## src/rtl/core/rle_sprite_pixel_decoder_unit_assert.svh

```systemverilog
// assertion macros shared by the sprite decoder rtl
// each macro expects clk and rst_n in scope; empty when SYNTHESIS is set
`ifndef RLE_SPRITE_PIXEL_DECODER_UNIT_ASSERT_SVH
`define RLE_SPRITE_PIXEL_DECODER_UNIT_ASSERT_SVH
`ifndef SYNTHESIS
`define RSPD_ASSERT(lbl, expr) \
  lbl: assert property (@(posedge clk) disable iff (!rst_n) (expr)) \
    else $error("rspd assertion failed");
`define RSPD_ASSERT_IMP(lbl, ante, cons) \
  lbl: assert property (@(posedge clk) disable iff (!rst_n) (ante) |-> (cons)) \
    else $error("rspd assertion failed");
`define RSPD_ASSERT_NXT(lbl, ante, cons) \
  lbl: assert property (@(posedge clk) disable iff (!rst_n) (ante) |=> (cons)) \
    else $error("rspd assertion failed");
`else
`define RSPD_ASSERT(lbl, expr)
`define RSPD_ASSERT_IMP(lbl, ante, cons)
`define RSPD_ASSERT_NXT(lbl, ante, cons)
`endif
`endif

```

## src/rtl/core/rspd_pkg.sv

```systemverilog
// types and constants of the run-length sprite decoder
// used by every module of the block; no dependencies
`timescale 1ns / 1ps
`default_nettype none

package rspd_pkg;

  localparam int DEFAULT_COORD_WIDTH = 16;
  localparam int DEFAULT_QUEUE_DEPTH = 4;

  localparam int CFG_INDEX_WIDTH = 3;
  localparam int CFG_DATA_WIDTH  = 16;
  localparam int ARG_WIDTH       = 13;

  localparam logic [11:0] FRAME_WIDTH_RESET = 12'd1;

  typedef enum logic [CFG_INDEX_WIDTH-1:0] {
    REG_ORIGIN_X    = 3'd0,
    REG_ORIGIN_Y    = 3'd1,
    REG_FRAME_WIDTH = 3'd2,
    REG_VIEW_LEFT   = 3'd3,
    REG_VIEW_RIGHT  = 3'd4,
    REG_VIEW_TOP    = 3'd5,
    REG_VIEW_BOTTOM = 3'd6
  } cfg_idx_t;

  typedef enum logic [1:0] {
    OP_RUN_OPEN = 2'd0,
    OP_PIXEL    = 2'd1,
    OP_ROW_SKIP = 2'd2,
    OP_COL_SKIP = 2'd3
  } op_t;

  typedef struct packed {
    op_t                  op;
    logic                 start;
    logic [ARG_WIDTH-1:0] arg;
  } q_entry_t;

  typedef struct packed {
    logic signed [15:0] origin_x;
    logic signed [15:0] origin_y;
    logic [11:0]        frame_width;
    logic [14:0]        view_left;
    logic [14:0]        view_right;
    logic [14:0]        view_top;
    logic [14:0]        view_bottom;
  } cfg_t;

endpackage

`default_nettype wire

```

## src/rtl/core/rle_sprite_pixel_decoder_unit.sv

```systemverilog
// top level of the run-length sprite pixel decoder: config registers,
// front end, beat queue and back end; depends on rspd_pkg and the rspd_* modules
//
// channel  dir  handshake              payload
// in_      in   in_tvalid/in_tready    tdata code_word[15:0], tuser frame_start[0]
// out_     out  out_tvalid/out_tready  tdata x[15:0] y[31:16] pal[39:32] alpha[43:40]
// cfg_     in   cfg_valid/cfg_ready    cfg_index register, cfg_data value
//
// one code word per cycle while the queue is not full; the front end classifies a
// beat in the cycle it is accepted and the queue registers it; the back end pops
// it and loads a visible pixel into the output register that drives out_tvalid
// the back end takes a beat whenever the output register is free or drained
// in_tready drops only when the queue is full; cfg_ready is always high
// synchronous active-low reset clears cursor, run count, queue and registers
`timescale 1ns / 1ps
`default_nettype none

module rle_sprite_pixel_decoder_unit #(
  parameter int COORD_WIDTH = rspd_pkg::DEFAULT_COORD_WIDTH,
  parameter int QUEUE_DEPTH = rspd_pkg::DEFAULT_QUEUE_DEPTH
) (
  input  wire                                  clk,
  input  wire                                  rst_n,
  input  wire                                  in_tvalid,
  output logic                                 in_tready,
  input  wire  [15:0]                          in_tdata,   // code_word
  input  wire  [0:0]                           in_tuser,   // frame_start
  output logic                                 out_tvalid,
  input  wire                                  out_tready,
  output logic [47:0]                          out_tdata,  // pixel_x, pixel_y, palette, alpha
  input  wire                                  cfg_valid,
  output logic                                 cfg_ready,
  input  wire  [rspd_pkg::CFG_INDEX_WIDTH-1:0] cfg_index,
  input  wire  [rspd_pkg::CFG_DATA_WIDTH-1:0]  cfg_data
);
  import rspd_pkg::*;

  cfg_t     cfg_r;
  logic     q_full;
  logic     push;
  q_entry_t push_entry;
  logic     pop;
  logic     head_valid;
  q_entry_t head;

  logic signed [15:0] px;
  logic signed [15:0] py;
  logic [7:0]         pal;
  logic [3:0]         alpha;

  assign cfg_ready = 1'b1;

  always_ff @(posedge clk) begin
    if (!rst_n) begin
      cfg_r.origin_x    <= '0;
      cfg_r.origin_y    <= '0;
      cfg_r.frame_width <= FRAME_WIDTH_RESET;
      cfg_r.view_left   <= '0;
      cfg_r.view_right  <= '0;
      cfg_r.view_top    <= '0;
      cfg_r.view_bottom <= '0;
    end else if (cfg_valid && cfg_ready) begin
      case (cfg_idx_t'(cfg_index))
        REG_ORIGIN_X:    cfg_r.origin_x    <= signed'(cfg_data);
        REG_ORIGIN_Y:    cfg_r.origin_y    <= signed'(cfg_data);
        REG_FRAME_WIDTH: cfg_r.frame_width <= cfg_data[11:0];
        REG_VIEW_LEFT:   cfg_r.view_left   <= cfg_data[14:0];
        REG_VIEW_RIGHT:  cfg_r.view_right  <= cfg_data[14:0];
        REG_VIEW_TOP:    cfg_r.view_top    <= cfg_data[14:0];
        REG_VIEW_BOTTOM: cfg_r.view_bottom <= cfg_data[14:0];
        default: begin
        end
      endcase
    end
  end

  rspd_front u_front (
    .clk            (clk),
    .rst_n          (rst_n),
    .in_valid       (in_tvalid),
    .in_ready       (in_tready),
    .in_code_word   (in_tdata),
    .in_frame_start (in_tuser[0]),
    .q_full         (q_full),
    .push           (push),
    .push_entry     (push_entry)
  );

  rspd_queue #(
    .DEPTH (QUEUE_DEPTH)
  ) u_queue (
    .clk        (clk),
    .rst_n      (rst_n),
    .push       (push),
    .push_entry (push_entry),
    .full       (q_full),
    .pop        (pop),
    .head_valid (head_valid),
    .head       (head)
  );

  rspd_back #(
    .COORD_WIDTH (COORD_WIDTH)
  ) u_back (
    .clk               (clk),
    .rst_n             (rst_n),
    .cfg               (cfg_r),
    .head_valid        (head_valid),
    .head              (head),
    .pop               (pop),
    .out_valid         (out_tvalid),
    .out_ready         (out_tready),
    .out_pixel_x       (px),
    .out_pixel_y       (py),
    .out_palette_index (pal),
    .out_alpha_level   (alpha)
  );

  assign out_tdata = {4'b0000, alpha, pal, py, px};

endmodule

`default_nettype wire

```

## src/rtl/core/rspd_front.sv

```systemverilog
// front end: accepts code words, tracks the open run, classifies each beat
// depends on rspd_pkg
`timescale 1ns / 1ps
`default_nettype none
`include "rle_sprite_pixel_decoder_unit_assert.svh"

module rspd_front (
  input  wire                   clk,
  input  wire                   rst_n,
  input  wire                   in_valid,
  output logic                  in_ready,
  input  wire  [15:0]           in_code_word,
  input  wire                   in_frame_start,
  input  wire                   q_full,
  output logic                  push,
  output rspd_pkg::q_entry_t    push_entry
);
  import rspd_pkg::*;

  logic [7:0] run_r;
  logic [7:0] run_nxt;
  logic [7:0] run_eff;

  assign in_ready = !q_full;
  assign push     = in_valid && in_ready;

  always_comb begin
    run_eff          = in_frame_start ? 8'd0 : run_r;
    push_entry.start = in_frame_start;
    push_entry.arg   = in_code_word[ARG_WIDTH-1:0];
    push_entry.op    = OP_RUN_OPEN;
    run_nxt          = run_r;
    if (run_eff != 8'd0) begin
      push_entry.op = OP_PIXEL;
      run_nxt       = run_eff - 8'd1;
    end else if (in_code_word[15:14] != 2'b00) begin
      push_entry.op = in_code_word[14] ? OP_ROW_SKIP : OP_COL_SKIP;
      run_nxt       = 8'd0;
    end else begin
      push_entry.op = OP_RUN_OPEN;
      run_nxt       = in_code_word[7:0];
    end
  end

  always_ff @(posedge clk) begin
    if (!rst_n) begin
      run_r <= 8'd0;
    end else if (push) begin
      run_r <= run_nxt;
    end
  end

  `RSPD_ASSERT_NXT(a_run_count_down, push && run_eff != 8'd0, run_r == $past(run_r) - 8'd1)

endmodule

`default_nettype wire

```

## src/rtl/core/rspd_queue.sv

```systemverilog
// short queue of classified beats between front and back
// depends on rspd_pkg; DEPTH must be a power of two
`timescale 1ns / 1ps
`default_nettype none
`include "rle_sprite_pixel_decoder_unit_assert.svh"

module rspd_queue #(
  parameter int DEPTH = rspd_pkg::DEFAULT_QUEUE_DEPTH
) (
  input  wire                clk,
  input  wire                rst_n,
  input  wire                push,
  input  rspd_pkg::q_entry_t push_entry,
  output logic               full,
  input  wire                pop,
  output logic               head_valid,
  output rspd_pkg::q_entry_t head
);
  import rspd_pkg::*;

  localparam int PW   = (DEPTH > 1) ? $clog2(DEPTH) : 1;
  localparam int CNTW = $clog2(DEPTH + 1);

  q_entry_t        mem_r [DEPTH];
  logic [PW-1:0]   wr_r;
  logic [PW-1:0]   rd_r;
  logic [CNTW-1:0] cnt_r;
  logic [CNTW-1:0] cnt_nxt;

  assign full       = (cnt_r == CNTW'(DEPTH));
  assign head_valid = (cnt_r != '0);
  assign head       = mem_r[rd_r];

  always_comb begin
    cnt_nxt = cnt_r;
    if (push && !pop) begin
      cnt_nxt = cnt_r + CNTW'(1);
    end else if (pop && !push) begin
      cnt_nxt = cnt_r - CNTW'(1);
    end
  end

  always_ff @(posedge clk) begin
    if (push) begin
      mem_r[wr_r] <= push_entry;
    end
  end

  always_ff @(posedge clk) begin
    if (!rst_n) begin
      wr_r  <= '0;
      rd_r  <= '0;
      cnt_r <= '0;
    end else begin
      if (push) begin
        wr_r <= wr_r + PW'(1);
      end
      if (pop) begin
        rd_r <= rd_r + PW'(1);
      end
      cnt_r <= cnt_nxt;
    end
  end

  `RSPD_ASSERT(a_cnt_range, cnt_r <= CNTW'(DEPTH))
  `RSPD_ASSERT_IMP(a_pop_nonempty, pop, cnt_r != '0)
  `RSPD_ASSERT_NXT(a_cnt_up, push && !pop, cnt_r == $past(cnt_r) + CNTW'(1))

endmodule

`default_nettype wire

```

## src/rtl/core/rspd_back.sv

```systemverilog
// back end: cursor update, viewport test and output register
// depends on rspd_pkg
`timescale 1ns / 1ps
`default_nettype none
`include "rle_sprite_pixel_decoder_unit_assert.svh"

module rspd_back #(
  parameter int COORD_WIDTH = rspd_pkg::DEFAULT_COORD_WIDTH
) (
  input  wire                clk,
  input  wire                rst_n,
  input  rspd_pkg::cfg_t     cfg,
  input  wire                head_valid,
  input  rspd_pkg::q_entry_t head,
  output logic               pop,
  output logic               out_valid,
  input  wire                out_ready,
  output logic signed [15:0] out_pixel_x,
  output logic signed [15:0] out_pixel_y,
  output logic [7:0]         out_palette_index,
  output logic [3:0]         out_alpha_level
);
  import rspd_pkg::*;

  localparam int CW = COORD_WIDTH;
  localparam int EW = ((CW > 16) ? CW : 16) + 3;
  localparam logic signed [EW-1:0] CMAX = signed'((EW'(1) << (CW - 1)) - EW'(1));
  localparam logic signed [EW-1:0] CMIN = ~CMAX;

  function automatic logic signed [CW-1:0] sat_f(input logic signed [EW-1:0] v);
    logic signed [CW-1:0] r;
    if (v > CMAX) begin
      r = CMAX[CW-1:0];
    end else if (v < CMIN) begin
      r = CMIN[CW-1:0];
    end else begin
      r = v[CW-1:0];
    end
    return r;
  endfunction

  function automatic logic signed [EW-1:0] ext_f(input logic signed [CW-1:0] v);
    return signed'({{(EW-CW){v[CW-1]}}, v});
  endfunction

  logic signed [CW-1:0] cx_r, cx_nxt;
  logic signed [CW-1:0] cy_r, cy_nxt;
  logic                 out_valid_r, out_valid_nxt;
  logic signed [15:0]   px_r, py_r;
  logic [7:0]           pal_r;
  logic [3:0]           alpha_r;

  logic signed [CW-1:0] base_x, base_y;
  logic signed [EW-1:0] bx, by, ox, oy, fw, cnt, lim, vl, vr, vt, vb, xs_e;
  logic signed [CW-1:0] xs;
  logic                 visible;
  logic                 produce;

  assign ox  = signed'({{(EW-16){cfg.origin_x[15]}}, cfg.origin_x});
  assign oy  = signed'({{(EW-16){cfg.origin_y[15]}}, cfg.origin_y});
  assign fw  = signed'({{(EW-12){1'b0}}, cfg.frame_width});
  assign vl  = signed'({{(EW-15){1'b0}}, cfg.view_left});
  assign vr  = signed'({{(EW-15){1'b0}}, cfg.view_right});
  assign vt  = signed'({{(EW-15){1'b0}}, cfg.view_top});
  assign vb  = signed'({{(EW-15){1'b0}}, cfg.view_bottom});
  assign cnt = signed'({{(EW-8){1'b0}}, head.arg[7:0]});
  assign lim = ox + fw;

  assign pop = head_valid && (!out_valid_r || out_ready);

  always_comb begin
    base_x  = head.start ? sat_f(ox) : cx_r;
    base_y  = head.start ? sat_f(oy) : cy_r;
    bx      = ext_f(base_x);
    by      = ext_f(base_y);
    visible = (bx >= vl) && (bx < vr) && (by >= vt) && (by < vb);
    xs      = sat_f(bx + cnt);
    xs_e    = ext_f(xs);
    cx_nxt  = base_x;
    cy_nxt  = base_y;
    produce = 1'b0;
    case (head.op)
      OP_PIXEL: begin
        produce = visible;
        cx_nxt  = sat_f(bx + EW'(1));
      end
      OP_ROW_SKIP: begin
        cy_nxt = sat_f(by + cnt);
      end
      OP_COL_SKIP: begin
        // one wrap to the next row past the frame's right edge
        if (xs_e >= lim) begin
          cx_nxt = sat_f(xs_e - fw);
          cy_nxt = sat_f(by + EW'(1));
        end else begin
          cx_nxt = xs;
        end
      end
      default: begin
        cx_nxt = base_x;
      end
    endcase
  end

  always_comb begin
    out_valid_nxt = out_valid_r;
    if (pop) begin
      out_valid_nxt = produce;
    end else if (out_ready) begin
      out_valid_nxt = 1'b0;
    end
  end

  always_ff @(posedge clk) begin
    if (!rst_n) begin
      cx_r        <= '0;
      cy_r        <= '0;
      out_valid_r <= 1'b0;
    end else begin
      out_valid_r <= out_valid_nxt;
      if (pop) begin
        cx_r <= cx_nxt;
        cy_r <= cy_nxt;
      end
    end
  end

  always_ff @(posedge clk) begin
    if (pop && produce) begin
      px_r    <= bx[15:0];
      py_r    <= by[15:0];
      pal_r   <= head.arg[8:1];
      alpha_r <= head.arg[12:9];
    end
  end

  assign out_valid         = out_valid_r;
  assign out_pixel_x       = px_r;
  assign out_pixel_y       = py_r;
  assign out_palette_index = pal_r;
  assign out_alpha_level   = alpha_r;

  `RSPD_ASSERT_IMP(a_no_pop_stalled, out_valid_r && !out_ready, !pop)
  `RSPD_ASSERT_NXT(a_result_loaded, pop && produce, out_valid_r)

endmodule

`default_nettype wire

```

## config.mk

```make
export PLATFORM = sky130hd
export DESIGN_NAME = rle_sprite_pixel_decoder_unit
export DESIGN_NICKNAME = d
export VERILOG_FILES = /design/src/rtl/core/rspd_pkg.sv /design/src/rtl/core/rle_sprite_pixel_decoder_unit.sv /design/src/rtl/core/rspd_front.sv /design/src/rtl/core/rspd_queue.sv /design/src/rtl/core/rspd_back.sv
export VERILOG_INCLUDE_DIRS = /design/src /design/src/rtl/core
export SDC_FILE = /design/constraint.sdc
export NUM_CORES = 1
export LEC_CHECK = 0
export ABC_AREA = 1
export BUFFER_PORTS_ARGS = -buffer_cell sky130_fd_sc_hd__buf_4
export CELL_PAD_IN_SITES_DETAIL_PLACEMENT = 1
export CELL_PAD_IN_SITES_GLOBAL_PLACEMENT = 1
export CORE_ASPECT_RATIO = 1.25
export CORE_UTILIZATION = 46
export CTS_CLUSTER_DIAMETER = 50
export DETAILED_ROUTE_END_ITERATION = 8
export GPL_ROUTABILITY_DRIVEN = 0
export PLACE_DENSITY_LB_ADDON = 0.1
export SLEW_MARGIN = 25
export SYNTH_ARGS = -nofsm -noshare
export SYNTH_HDL_FRONTEND = slang
export SYNTH_SLANG_ARGS = --single-unit
```

## constraint.sdc

```tcl
create_clock -name clk -period 6.5 [get_ports clk]
set_clock_uncertainty 0.2 [all_clocks]
set_input_delay 0.975 -clock clk [delete_from_list [all_inputs] [get_ports clk]]
set_output_delay 0.975 -clock clk [all_outputs]
set_load 0.05 [all_outputs]
```

==> results of run 1 <==
registers in the layout, summed over array words and instances, names as in the netlist, 2 cells and up, named ones only:
signal / count
u_queue.cnt_r: 3
u_back.cx_r: 16
u_back.out_alpha_level: 4
u_queue.rd_r: 2
u_back.out_palette_index: 8
u_queue.wr_r: 2
u_back.out_pixel_y: 16
u_back.cy_r: 16
u_queue.mem_r: 64
u_back.out_pixel_x: 16
u_front.run_r: 8
cfg_r: 104
power by group through the flow:
stage,sequential (mW),clock [mW],combinational (mW)
after CTS,2.06,2.05,6.43
after detailed placement,2.09,0,6.34
after global routing,2.07,2.10,7.22
after floorplan,2.12,0,4.50
after global placement,2.07,0,6.14
final,2.06,2.01,6.49
layout by cell type (no fill, tap or decap), types with 13 or more instances in the layout:
| cell | count |
|---|---|
| nand2_2 | 13 |
| clkbuf_16 | 36 |
| xor2_1 | 48 |
| xnor2_1 | 14 |
| a21oi_1 | 216 |
| nand3_1 | 71 |
| nor2_2 | 13 |
| nand2_1 | 371 |
| nor3_1 | 21 |
| o211ai_1 | 15 |
| o21ai_0 | 224 |
| edfxtp_1 | 108 |
| buf_4 | 118 |
| inv_1 | 288 |
| o21ai_2 | 14 |
| o22ai_1 | 13 |
| nand4_1 | 34 |
| ha_1 | 123 |
| nor2_1 | 151 |
| dfxtp_1 | 153 |
worst max-delay path: cells and delay by family (launching register included):
| kind | cells | cell delay, ps |
|---|---|---|
| flops | 1 | 440 |
| fa+ha+maj | 3 | 730 |
| simple gates | 16 | 1910 |
| buf+inv | 7 | 890 |
| compound gates | 8 | 1610 |
area by class of cell:
| type | count | area (um^2) | area share [%] |
|---|---|---|---|
| Sequential cell | 262 | 6327 | 34.03 |
| Inverter | 301 | 1130 | 6.076 |
| Timing Repair Buffer | 118 | 885.9 | 4.764 |
| Clock inverter | 27 | 296.5 | 1.595 |
| Tap cell | 468 | 585.6 | 3.149 |
| Clock buffer | 39 | 912.1 | 4.905 |
| Antenna cell | 1 | 2.502 | 0.01346 |
| Multi-Input combinational cell | 1458 | 8456 | 45.47 |
stage by stage:
| stage | hold WS, ps | setup WS [ps] | instance area [um^2] | total power, mW | utilization [%] |
|---|---|---|---|---|---|
| 2_1_floorplan | 224.5 | 1186 | 16250 | 6.617 | - |
| 3_3_place_gp | 242.2 | 446.1 | 17360 | 8.219 | 50.14 |
| 5_1_grt | 275.4 | 24.53 | 18590 | 11.40 | 53.72 |
| 6_report | 262.3 | 546.9 | 18600 | 10.55 | 53.72 |
| 4_1_cts | 262.1 | 110.2 | 18560 | 10.53 | 53.63 |
| 3_5_place_dp | 254.7 | 201.9 | 17360 | 8.428 | 50.14 |
metal layers:
| metal | routed length [um] | share of wire [%] | up-vias | global-route usage, % |
|---|---|---|---|---|
| met2 | 26830 | 50 | 346 | 54.69 |
| li1 | - | - | 7191 | - |
| met1 | 21310 | 40 | 7189 | 34.42 |
| met4 | 3680 | 6.8 | 0 | 19.94 |
| met5 | 0 | 0 | - | 0 |
| met3 | 2037 | 3.8 | 155 | 3.797 |
cells by family after synthesis:
group / share of synthesized area (%)
AOI/OAI and AO/OA: 19.26
xor gates and xnor gates: 3.344
adders and majority gates: 9.972
buffers and inverters: 9.347
DFF: 38.96
muxes: 0.06935
other: 0.04625
and+or+nand+nor: 19.00
final timing paths:
path,startpoint,end,slack [ps],depth (start not counted)
hold reg to reg,cfg_r[37]$_SDFFE_PN0P_,cfg_r[37]$_SDFFE_PN0P_,260,2
setup / recovery,flip-flop,u_back.cx_r[1]$_SDFFE_PN0P_,550,34
hold / removal,cfg_r[37]$_SDFFE_PN0P_,cfg_r[37]$_SDFFE_PN0P_,260,2
setup reg to reg,flip-flop,u_back.cx_r[1]$_SDFFE_PN0P_,550,34
what timing repair did:
item | 4_1_cts | 5_1_grt
hold endpoints to repair | 0 | 0
setup buffers | 0 | 0
resized for setup | 0 | 9
endpoints found under the setup margin | 0 | 32
==> impl_metrics.json, run 1 <==
{
  "p_int_mw": 5.294,
  "p_sw_share_pct": 49.84,
  "synth-seq-cells": 262,
  "fin_crit_ps": 5953,
  "cp_max_fo": 30,
  "cts_inserted_buffers": 36,
  "wl_um": 53850,
  "vias": 14880,
  "floorplan.die_area_um2": 36060,
  "htreeDepth": 2,
  "grt-ovfl-total": 0,
  "cp-end-kind": "flip-flop",
  "synth_area_leaders": "edfxtp_1, dfxtp_1, ha_1",
  "p_comb_share_pct": 61.5,
  "netlist.area_leader.share_pct": 19.97,
  "syn_inst": 2096,
  "rsz0062_at_grt": "no",
  "hp-class": "flip-flop to flip-flop",
  "arrival_ps": 6180,
  "grt_use_total_pct": 30.71,
  "die_x_um": 170.0,
  "grt_max_degree": 93,
  "status": "complete, no violations",
  "power.density_nw_per_um2": 567.5,
  "drive_gt1_share_pct": 12.15,
  "period_share_pct": 91.59,
  "p_sw_mw": 5.259,
  "synth-async-reset-ratio_pct": 0,
  "cts_sinks": 262,
  "drv_cap": 0,
  "drt-pass1-iter-count": 5,
  "drt_iter0_drc": 725,
  "cp.required_ps": 6730,
  "antenna_found_initial": 4,
  "fmax_ghz": 0.1680,
  "hpwl_um": 39320,
  "finalSetupViolations": 0,
  "num_io_pins": 92,
  "cp_slowest_cell": "dfxtp_2",
  "ys_types": 60,
  "seq_area_frac_synth_pct": 38.96,
  "syn_area_um2": 16240,
  "drc": 0,
  "synth-main-ff-cell": "dfxtp_1",
  "max_stage_delay_ps": 440,
  "layout.nets": 2345,
  "yosys.cell_count.top_type": "nand2_1",
  "die_h_um": 212.1,
  "fillers": 4351,
  "root_buffer": "clkbuf_16",
  "cts_tree": "yes",
  "path_class": "flip-flop to flip-flop",
  "portBuffers": 85,
  "vias_per_cell": 5.565,
  "maxSlewViolCount": 0,
  "tightestPinTransition_ps": 986.7,
  "synth_common_cells": "nand2_1, inv_1, o21ai_0",
  "power_leakage_nw": 7.853,
  "yosys_warnings": 0,
  "clock_latency_ps": 540,
  "syn2layout_area_growth_pct": 14.53,
  "rows": 76,
  "p_seq_share_pct": 19.5,
  "ir_worst_vdd_mv": 0.2547,
  "hold_violations": 0,
  "core_area_um2": 34610,
  "startpoint_type": "flip-flop",
  "p_clk_share_pct": 19.0,
  "cpMostUsedCell": "nand2_1",
  "wl_per_cell_um": 20.14,
  "slew_headroom_pct": 34.15,
  "grt_pass1_vias": 15390,
  "cts_hold_buf": 0,
  "clk_path_buf_depth": 3,
  "antenna_left": 0,
  "fin_tns_setup_ps": 0,
  "syn_area_per_cell_um2": 7.747,
  "start_util_pct": 46.91,
  "place_inst": 2607,
  "synth-edff-count": 108,
  "final_cells": 2674,
  "grt_pass1_wl_um": 83970,
  "clk_pin_slew_ps": 60,
  "synth_top_area_cell": "edfxtp_1"
}
(Power assumes the default switching activity.)
==> run 2, diff against run 1 <==
clock period = 5.6 ns   (was 6.5 ns; I/O delays follow)
==> impl_metrics.json, run 2 (same netlist as run 1, synthesis figures left out) <==
{
  "min_path_cells": 2,
  "cp_max_fo": 16,
  "dpl_cell_area_um2": 17650,
  "cpMostUsedCell": "nand2_1",
  "cts_sinks": 262,
  "hold_end": "cfg_r[86]$_SDFFE_PN0P_",
  "wl_per_cell_um": 20.39,
  "final_cells": 2712,
  "met1_length_um": 21620,
  "r2r-end": "u_back.cx_r[0]$_SDFFE_PN0P_",
  "cp_slowest_cell": "ha_1",
  "r2r.worst_path.cells": 31,
  "core_area_um2": 34610,
  "start_util_pct": 46.91,
  "totalPowerFinal_mw": 12.80,
  "multi_input_area_um2": 8534,
  "cp.required_ps": 5840,
  "status": "complete, no violations",
  "antenna_left": 0,
  "p_comb_share_pct": 64.4,
  "grt_max_degree": 77,
  "seq_area_um2": 6331,
  "vias_per_cell": 5.595,
  "critical_path_buf_inv_count": 5,
  "tightestPinTransition_ps": 1016,
  "cpLargestDelayFamily": "compound AO/OA/AOI/OAI gates",
  "die_x_um": 170.0,
  "dr_wl_met2_um": 28080,
  "period_share_pct": 95.65,
  "drt-pass1-iter-count": 4,
  "place_ws_ps": -1.563,
  "grt_pass1_wl_um": 85640,
  "min-delay-start": "cfg_r[86]$_SDFFE_PN0P_",
  "fin_crit_ps": 5357,
  "final_common_cell": "nand2_1",
  "largest-register": "cfg_r",
  "hold_violations": 0,
  "drc": 0,
  "wl_met3_um": 2245,
  "hpwl_um": 40960,
  "htreeDepth": 2,
  "cts_tree": "yes",
  "grt-ovfl-total": 0,
  "die_h_um": 212.1,
  "wl_um": 55290,
  "layout.nets": 2385,
  "power.density_nw_per_um2": 675.7,
  "clk_path_buf_depth": 3,
  "hold_ws_ps": 258.0,
  "path_class": "flip-flop to flip-flop",
  "p_clk_share_pct": 16.9,
  "portBuffers": 85,
  "fillers": 4355,
  "hp-class": "flip-flop to flip-flop",
  "fin_ws_ps": 243.5,
  "clk_pin_slew_ps": 60,
  "p_sw_share_pct": 49.23,
  "reg2reg_slack_ps": 240,
  "max_stage_delay_ps": 390,
  "grt_use_total_pct": 31.11,
  "drv_cap": 0,
  "finalSetupViolations": 0,
  "drive_gt1_share_pct": 14.22,
  "cts_inserted_buffers": 35,
  "largestRegisters": "cfg_r: 104 flops, u_queue.mem_r: 64 flops",
  "rows": 76,
  "antenna_found_initial": 1,
  "startpoint_type": "flip-flop",
  "floorplan.die_area_um2": 36060,
  "arrival_ps": 5600,
  "p_int_mw": 6.500,
  "layout_common_cells": "nand2_1, inv_1, o21ai_0, a21oi_1, buf_4",
  "fmax_ghz": 0.1867,
  "routed.top_layer": "met4",
  "vias": 15170,
  "cp-end-kind": "flip-flop",
  "cts_hold_buf": 0,
  "p_seq_share_pct": 18.7,
  "largest_reg_flops": 104,
  "clock_latency_ps": 550,
  "drt_iter0_drc": 764,
  "power_leakage_nw": 8.030,
  "maxSlewViolCount": 0,
  "p_sw_mw": 6.303,
  "diodes": 0,
  "grt_pass1_vias": 15900,
  "slew_headroom_pct": 32.21,
  "num_io_pins": 92,
  "syn2layout_area_growth_pct": 16.71,
  "fin_area_um2": 18950,
  "root_buffer": "clkbuf_16",
  "place_inst": 2641,
  "fin_util_pct": 54.75,
  "fin_tns_setup_ps": 0,
  "ir_worst_vdd_mv": 0.3396
}
run 2: power groups by stage:
stage | sequential [mW] | clock (mW) | combinational [mW]
2_1_floorplan | 2.46 | 0 | 5.22
3_3_place_gp | 2.40 | 0 | 7.54
3_5_place_dp | 2.42 | 0 | 7.84
4_1_cts | 2.38 | 2.21 | 7.92
5_1_grt | 2.41 | 2.28 | 9.13
6_report | 2.39 | 2.17 | 8.25
run 2: worst max-delay path by stage:
stage	from	end	slack (ps)	cells past startpoint
final	flip-flop	u_back.cx_r[0]$_SDFFE_PN0P_	240	31
after global routing	flip-flop	u_back.cx_r[0]$_SDFFE_PN0P_	-70	31
after CTS	flip-flop	u_back.cx_r[1]$_SDFFE_PN0P_	50	33
after detailed placement	flip-flop	u_back.cx_r[1]$_SDFFE_PN0P_	-2	35
after global placement	flip-flop	u_back.cx_r[1]$_SDFFE_PN0P_	220	35
after floorplan	flip-flop	u_back.cx_r[11]$_SDFFE_PN0P_	290	37
run 2: tightest hold or removal path: stages, from the launching register on:
cell and delay (ps):
dfxtp_1 300, inv_1 60, a21oi_1 50
run 2: what timing repair did:
| action | in CTS | in global routing |
|---|---|---|
| endpoints found under the setup margin | 15 | 32 |
| setup buffers | 0 | 7 |
| pin swaps | 0 | 5 |
| gates resized for setup | 2 | 30 |
run 2: cell type report:
cell class,count,area share (%)
multi-input cells,1458,45.04
flip-flops and latches,262,33.41
repair buffers,159,6.537
inverters,301,6.002
clock buffers,44,4.965
well taps,468,3.090
clock inverters,20,0.9574
run 2: metal layers:
| layer | vias up | global-route usage (%) |
|---|---|---|
| li1 | 7273 | - |
| met1 | 7397 | 34.55 |
| met2 | 350 | 56.11 |
| met3 | 154 | 4.393 |
| met4 | 0 | 18.64 |
| met5 | - | 0 |
